===== config.mk =====
export PLATFORM = sky130hd
export DESIGN_NAME = float_scale_by_power_of_ten
export DESIGN_NICKNAME = d
export VERILOG_FILES = /design/src/hw/rtl/fspt_pkg.sv /design/src/hw/rtl/float_scale_by_power_of_ten.sv
export SDC_FILE = /design/constraint.sdc
export NUM_CORES = 1
export LEC_CHECK = 0
export BUFFER_PORTS_ARGS = -buffer_cell sky130_fd_sc_hd__buf_2
export CORE_AREA = 2 2 157 159
export DETAILED_ROUTE_END_ITERATION = 12
export DIE_AREA = 0 0 159 161
export GPL_ROUTABILITY_DRIVEN = 0
export GPL_TIMING_DRIVEN = 0
export PLACE_DENSITY = 0.63
export SLEW_MARGIN = 20
export SYNTH_ARGS = -nofsm -noshare
export SYNTH_HDL_FRONTEND = slang
export SYNTH_SLANG_ARGS = --single-unit

===== constraint.sdc =====
create_clock -name i_clk -period 7.4 [get_ports i_clk]
set_input_delay 1.48 -clock i_clk [delete_from_list [all_inputs] [get_ports i_clk]]
set_output_delay 1.48 -clock i_clk [all_outputs]
set_load 0.02 [all_outputs]

===== src/hw/rtl/fspt_pkg.sv =====
// ---------------------------------------------------------------------------
// fspt_pkg
// Types and constants for the power-of-ten float scaler.
// ---------------------------------------------------------------------------
`default_nettype none

package fspt_pkg;

    // mantissa is unsigned Q0.31 with bit 30 as the leading one
    typedef logic [30:0]        t_mant;
    // partial remainder of the fraction division, always below the half divisor
    typedef logic [29:0]        t_rem;
    // working binary exponent, spans -160..130
    typedef logic signed [9:0]  t_expo;

    localparam t_mant MUL_DIVISOR = 31'h6666_6666;   // 0.8
    localparam t_mant DIV_DIVISOR = 31'h5000_0000;   // 0.625
    localparam t_rem  MUL_DEN     = 30'h3333_3333;   // half of 0.8
    localparam t_rem  DIV_DEN     = 30'h2800_0000;   // half of 0.625

    localparam t_expo EXPO_BIAS_IN   = 10'sd126;
    localparam t_expo EXPO_BIAS_OUT  = 10'sd126;
    localparam t_expo EXPO_OVF_LIMIT = 10'sd128;
    localparam t_expo EXPO_OVF       = 10'sd129;
    localparam t_expo EXPO_FLOOR     = -10'sd160;
    localparam t_expo EXPO_DENORM    = -10'sd126;

    localparam logic [4:0] DIV_LAST     = 5'd30;   // 31 quotient bits
    localparam logic [1:0] MUL_ADJ_LAST = 2'd2;    // exponent +3 per multiply
    localparam logic [1:0] DIV_ADJ_LAST = 2'd3;    // exponent -4 per divide

endpackage

`default_nettype wire


===== src/hw/rtl/float_scale_by_power_of_ten.sv =====
// ---------------------------------------------------------------------------
// float_scale_by_power_of_ten
// Scales a single-precision bit pattern by ten to a signed power.
// ---------------------------------------------------------------------------
// Usage:
// - Input channel: i_valid / o_stall with i_value_bits and i_tens_exponent.
//   A word is taken when i_valid is high and o_stall is low; o_stall stays
//   high until the word's result has been loaded into the output register.
// - Output channel: o_valid / i_stall with o_result_bits. The result holds
//   in the output register while i_stall is high, and a new input word may
//   be taken while it waits there.
// - Each decimal step runs on one shared compare/subtract unit: a normalize
//   phase, a restoring division of 31 quotient bits, then an exponent
//   adjustment of +3 (multiply) or -4 (divide).
// - After division steps, a denormal shift moves one bit per cycle, up to 35 bits.
// - A zero exponent skips the decimal steps and goes straight to packing.
//   One word at a time.
// - Reset (synchronous, active low) returns the sequencer to idle and drops
//   any pending result.
// ---------------------------------------------------------------------------
`default_nettype none

module float_scale_by_power_of_ten
    import fspt_pkg::*;
(
    input  logic               i_clk,
    input  logic               i_rst_n,
    input  logic               i_valid,
    output logic               o_stall,
    input  logic [31:0]        i_value_bits,
    input  logic signed [7:0]  i_tens_exponent,
    output logic               o_valid,
    input  logic               i_stall,
    output logic [31:0]        o_result_bits
);

    typedef enum logic [2:0] {
        S_IDLE,
        S_NORM,
        S_DIV,
        S_ADJ,
        S_UFLOW,
        S_PACK
    } t_state;

    t_state      r_state, n_state;
    t_mant       r_mant, n_mant;
    t_rem        r_rem, n_rem;
    t_expo       r_expo, n_expo;
    logic        r_neg, n_neg;
    logic        r_mul, n_mul;
    logic [7:0]  r_steps, n_steps;
    logic [4:0]  r_bit, n_bit;
    logic [1:0]  r_adj, n_adj;
    logic        r_out_valid, n_out_valid;
    logic [31:0] r_result, n_result;

    // shared compare/subtract unit
    t_mant       w_cmp_a, w_cmp_b;
    logic [31:0] w_diff;
    logic        w_ge;

    logic [7:0]  w_tens_mag;
    logic [25:0] w_round_sum;
    logic [24:0] w_round;
    t_expo       w_exp_sum;
    logic [31:0] w_packed;
    logic        w_adj_last;

    assign w_tens_mag = i_tens_exponent[7] ? (8'd0 - $unsigned(i_tens_exponent))
                                           : $unsigned(i_tens_exponent);

    always_comb begin
        if (r_state == S_DIV) begin
            w_cmp_a = {r_rem, 1'b0};
            w_cmp_b = {1'b0, (r_mul ? MUL_DEN : DIV_DEN)};
        end else begin
            w_cmp_a = r_mant;
            w_cmp_b = r_mul ? MUL_DIVISOR : DIV_DIVISOR;
        end
    end

    assign w_diff = {1'b0, w_cmp_a} - {1'b0, w_cmp_b};
    assign w_ge   = ~w_diff[31];

    // round: keep 25 bits, add one, drop one; a carry lands on exponent bit 1
    assign w_round_sum = {1'b0, r_mant[30:6]} + 26'd1;
    assign w_round     = w_round_sum[25:1];
    assign w_exp_sum   = r_expo + EXPO_BIAS_OUT;
    assign w_packed    = {r_neg,
                          w_exp_sum[7:0] | {6'd0, w_round[24], 1'b0},
                          w_round[22:0]};

    assign w_adj_last = r_mul ? (r_adj == MUL_ADJ_LAST) : (r_adj == DIV_ADJ_LAST);

    always_comb begin
        n_state     = r_state;
        n_mant      = r_mant;
        n_rem       = r_rem;
        n_expo      = r_expo;
        n_neg       = r_neg;
        n_mul       = r_mul;
        n_steps     = r_steps;
        n_bit       = r_bit;
        n_adj       = r_adj;
        n_result    = r_result;
        n_out_valid = r_out_valid;

        if (r_out_valid && !i_stall) begin
            n_out_valid = 1'b0;
        end

        unique case (r_state)
            S_IDLE: begin
                if (i_valid) begin
                    n_neg   = i_value_bits[31];
                    n_expo  = t_expo'({2'b00, i_value_bits[30:23]}) - EXPO_BIAS_IN;
                    n_mant  = {1'b1, i_value_bits[22:0], 7'd0};
                    n_mul   = ~i_tens_exponent[7];
                    n_steps = w_tens_mag;
                    n_state = (w_tens_mag == 8'd0) ? S_PACK : S_NORM;
                end
            end
            S_NORM: begin
                // halve until below the divisor, then seed the remainder
                if (w_ge) begin
                    n_mant = r_mant >> 1;
                    n_expo = r_expo + 10'sd1;
                end else begin
                    n_rem   = r_mant[30:1];
                    n_bit   = 5'd0;
                    n_state = S_DIV;
                end
            end
            S_DIV: begin
                // quotient bits shift into the mantissa register
                n_rem  = w_ge ? w_diff[29:0] : w_cmp_a[29:0];
                n_mant = {r_mant[29:0], w_ge};
                if (r_bit == DIV_LAST) begin
                    n_adj   = 2'd0;
                    n_state = S_ADJ;
                end else begin
                    n_bit = r_bit + 5'd1;
                end
            end
            S_ADJ: begin
                if (r_mul) begin
                    if (r_expo < EXPO_OVF_LIMIT) begin
                        n_expo = r_expo + 10'sd1;
                    end else begin
                        n_expo = EXPO_OVF;
                        n_mant = '0;
                    end
                end else if (r_expo > EXPO_FLOOR) begin
                    n_expo = r_expo - 10'sd1;
                end
                if (w_adj_last) begin
                    n_steps = r_steps - 8'd1;
                    if (r_steps == 8'd1) begin
                        n_state = r_mul ? S_PACK : S_UFLOW;
                    end else begin
                        n_state = S_NORM;
                    end
                end else begin
                    n_adj = r_adj + 2'd1;
                end
            end
            S_UFLOW: begin
                // shift one bit a cycle; the last shift leaves the exponent at -126
                if (r_expo <= EXPO_DENORM) begin
                    n_mant = r_mant >> 1;
                    if (r_expo == EXPO_DENORM) begin
                        n_state = S_PACK;
                    end else begin
                        n_expo = r_expo + 10'sd1;
                    end
                end else begin
                    n_state = S_PACK;
                end
            end
            S_PACK: begin
                // hold until the output register is free
                if (!r_out_valid || !i_stall) begin
                    n_result    = w_packed;
                    n_out_valid = 1'b1;
                    n_state     = S_IDLE;
                end
            end
            default: begin
                n_state = S_IDLE;
            end
        endcase
    end

    always_ff @(posedge i_clk) begin
        r_mant   <= n_mant;
        r_rem    <= n_rem;
        r_expo   <= n_expo;
        r_neg    <= n_neg;
        r_mul    <= n_mul;
        r_steps  <= n_steps;
        r_bit    <= n_bit;
        r_adj    <= n_adj;
        r_result <= n_result;
        if (!i_rst_n) begin
            r_state     <= S_IDLE;
            r_out_valid <= 1'b0;
        end else begin
            r_state     <= n_state;
            r_out_valid <= n_out_valid;
        end
    end

    assign o_stall       = (r_state != S_IDLE);
    assign o_valid       = r_out_valid;
    assign o_result_bits = r_result;

endmodule

`default_nettype wire


==> flow_summary_export.csv <==
group,metric,value,unit
outcome,status,"finished, final reports clean",
sta,fmax,145,MHz
synth,synth_area_leader_cell,"edfxtp_1",
power_and_ir_drop,pwr-share-clk,14.6,%
synth,synthCells,1034,
cts,cts_buffers,17,
critical_path,critPathRequiredTime,7.48,ns
cts,post_cts_resized,0,
sta,rsz0062_at_grt,"false",
cts,clkLatencyLatePin,0.44,ns
floorplan,coreArea,24000,um^2
drt,avgRoutedWirePerCell,18.1,um
synth,synth.top_cell.area_share,38.1,%
synth,yosys-top-cells-area,"edfxtp_1, nand2_1, ha_1, xnor2_1, mux2i_1",
placed_design,portBuffers,77,
synth,synthFlopType,"edfxtp_1",
drt,num_vias,8388,
critical_path,cpPeakStageDelay,0.68,ns
synth,async_flop_share,0,%
layout,multiInputGateArea,5410,um^2
synth,postSynthAreaPerCell,9.16,um^2
synth,synth_area,9470,um^2
drt,wl,26.7,mm
placed_design,place_hpwl,19.7,mm
power_and_ir_drop,power.switching,2.72,mW
sta,worst_pin_slew,1.02,ns
synth,synth_seq_area_share,38.9,%
floorplan,rows,57,
cts,htree_levels,4,
synth,ys_ff_latch,124,
drt,drtPass1Iterations,5,
floorplan,dieArea,25600,um^2
placed_design,placed_cells,1440,
global_routing,grt_usage,21.0,%
critical_path,r2r_cells,18,
critical_path,r2r_end,"r_bit[3]",
drt,remaining_drc_errors,0,
critical_path,crit_path_start_kind,"flip-flop",
power_and_ir_drop,finalPower,5.75,mW
layout,fin_cells,1473,
critical_path,worst-path-buf-inv,6,
power_and_ir_drop,internal_power,3.03,mW
synth,yosysWarnings,0,
global_routing,grt_pass1_vias,7826,
critical_path,crit_arrival,6.97,ns
critical_path,crit_path_top_delay_cell,"buf_1",
power_and_ir_drop,powerDensity,524,nW/um^2
drt,ant_nets,0,
sta,layout_setup_ws,0.510,ns
sta,period_share,93.1,%
layout,diodes,0,
sta,setup_viol,0,
cts,cts_max_path_buffers,2,
cts,path_clk_slew,0.07,ns
flow_run,drv_cap,0,
layout,areaGrowthSynthToFinish,15.8,%
sta,fin_skew,0.0149,ns
min_path,hold_path_startpoint,"r_neg",
min_path,hold-path-cell-count,0,
synth,synth_cell_types,77,
sta,holdWs,0.417,ns
min_path,min_to,"o_result_bits[31]",
min_path,hp-class,"reg2reg",
sta,slew_headroom,31.6,%
floorplan,die_w,159,um
drt,vias_per_cell,5.69,
cts,cts.sinks,124,
cts,cts_hold_buf,0,
critical_path,cp_top_family,"buffers and inverters",
critical_path,end_kind,"flip-flop",
synth,synth_edf_count,120,
global_routing,grt_pass1_wl,42.8,mm
power_and_ir_drop,pwr-share-comb,59.9,%
floorplan,start_util,39.5,%
critical_path,reg2reg_slack,0.51,ns
placed_design,dp_slack,0.399,ns
global_routing,antenna_found_initial,0,
power_and_ir_drop,ir_drop,0.000203,V
critical_path,reg2reg_from,"r_state[2]",
floorplan,die_h,161,um
layout,nFillCells,2342,
sta,post-route-min-period,6.89,ns
cts,post_cts_buffers,0,
cts,cts_tree,"yes",
layout,drive_above_1_share,13.7,%
drt,drt-initial-drc-count,597,
synth,yosysMostFrequentCell,"nand2_1",
global_routing,grt_max_degree,24,
power_and_ir_drop,swShare,47.3,%
power_and_ir_drop,p_seq_share,25.5,%
power_and_ir_drop,leakage,4.15,nW
sta,drv_slew,0,
cts,cts_root_buf,"clkbuf_16",
sta,hold_viol_final,0,
global_routing,grt_remaining_overflow,0,
layout,final_nets,1222,
critical_path,crit_type,"reg2reg",
synth,synthesis.nets,1120,
critical_path,cp_cell_sequence,"buf_2, nor3b_4, inv_2, clkbuf_1, clkbuf_1, buf_1, ha_1, clkinv_1, ha_1, and3b_1, a211oi_2, o211ai_1, a211oi_4, o22ai_2, a21oi_4, nand2_1, a21oi_4, nor2b_1",
synth,synth_common_cells,"nand2_1, edfxtp_1, nor2_1",
floorplan,ioPinCount,78,
layout,seqCellArea,3680,um^2
critical_path,cp_max_fo,15,
worst max path at each step:
stage	slack, ns	end	from	cells past startpoint
2_1_floorplan	1.23	r_mant[0]	r_state[2]	18
3_3_place_gp	-1.35	r_bit[1]	r_state[1]	17
3_5_place_dp	0.40	r_expo[4]	r_state[2]	19
4_1_cts	0.36	r_expo[4]	r_state[2]	19
5_1_grt	0.12	r_bit[3]	r_state[2]	18
6_report	0.51	r_bit[3]	r_state[2]	18
routing by layer:
metal	vias up	wire, um	track usage, %
met1	3977	12200	28.6
met2	320	12200	34.3
met3	31	1970	4.26
met4	0	316	5.37
li1	4060	-	-
met5	-	0	0
worst register-to-register path, stage by stage, from the launching register on:
cell	delay, ns
dfxtp_1	0.31
buf_2	0.21
nor3b_4	0.11
inv_2	0.13
clkbuf_1	0.40
clkbuf_1	0.60
buf_1	0.68
ha_1	0.29
clkinv_1	0.43
ha_1	0.51
and3b_1	0.18
a211oi_2	0.23
o211ai_1	0.24
a211oi_4	0.40
o22ai_2	0.16
a21oi_4	0.43
nand2_1	0.18
a21oi_4	0.56
nor2b_1	0.49
power by group through the flow:
stage                     clock (mW)  combinational, mW  sequential [mW]
after global routing           0.871               3.78             1.50
after global placement             0               3.29             1.49
after CTS                      0.845               3.39             1.46
after detailed placement           0               3.37             1.47
after floorplan                    0               2.56             1.39
final                          0.839               3.44             1.47
area by class of cell:
type,count,area share [%]
timing repair buffer,83,4.33
inverter,31,1.06
sequential,124,33.6
tap,324,3.70
clock buffer,18,3.92
multi-input combinational,808,49.4
clock inverter,14,1.34
buffer,71,2.68
sequential cells by signal, summed over array words and instances, names as in the netlist, 2 cells and up:
register / flops
o_result_bits: 32
r_adj: 2
r_bit: 5
r_expo: 10
r_mant: 31
r_rem: 30
r_state: 3
r_steps: 8
stage by stage:
| step | area [um^2] | utilization (%) | setup TNS (ns) |
|---|---|---|---|
| after floorplan | 9470 | - | 0 |
| after global placement | 10300 | 42.8 | -74.94 |
| after detailed placement | 10400 | 43.3 | 0 |
| after CTS | 11000 | 45.7 | 0 |
| after global routing | 11000 | 45.7 | 0 |
| final | 11000 | 45.7 | 0 |
cell usage in the layout, fill, tap and decap left out, drive strengths merged, types with 35 or more instances in the layout:
master / n
xor2: 35
buf: 94
edfxtp: 120
nand2: 165
nor2: 81
xnor2: 50
clkbuf: 78
o21ai: 49
ha: 41
a21oi: 45
logic make-up (layout without fill, tap and decap cells):
family / after synthesis / count (layout) / synth area share, %
buffers and inverters: 102 / 217 / 4.34
DFF: 124 / 124 / 38.9
and+or+nand+nor: 372 / 372 / 18.0
AOI/OAI and AO/OA: 275 / 275 / 21.6
muxes: 34 / 34 / 3.60
xor gates and xnor gates: 85 / 85 / 7.86
adders and majority gates: 42 / 42 / 5.63
(Power assumes the default switching activity.)
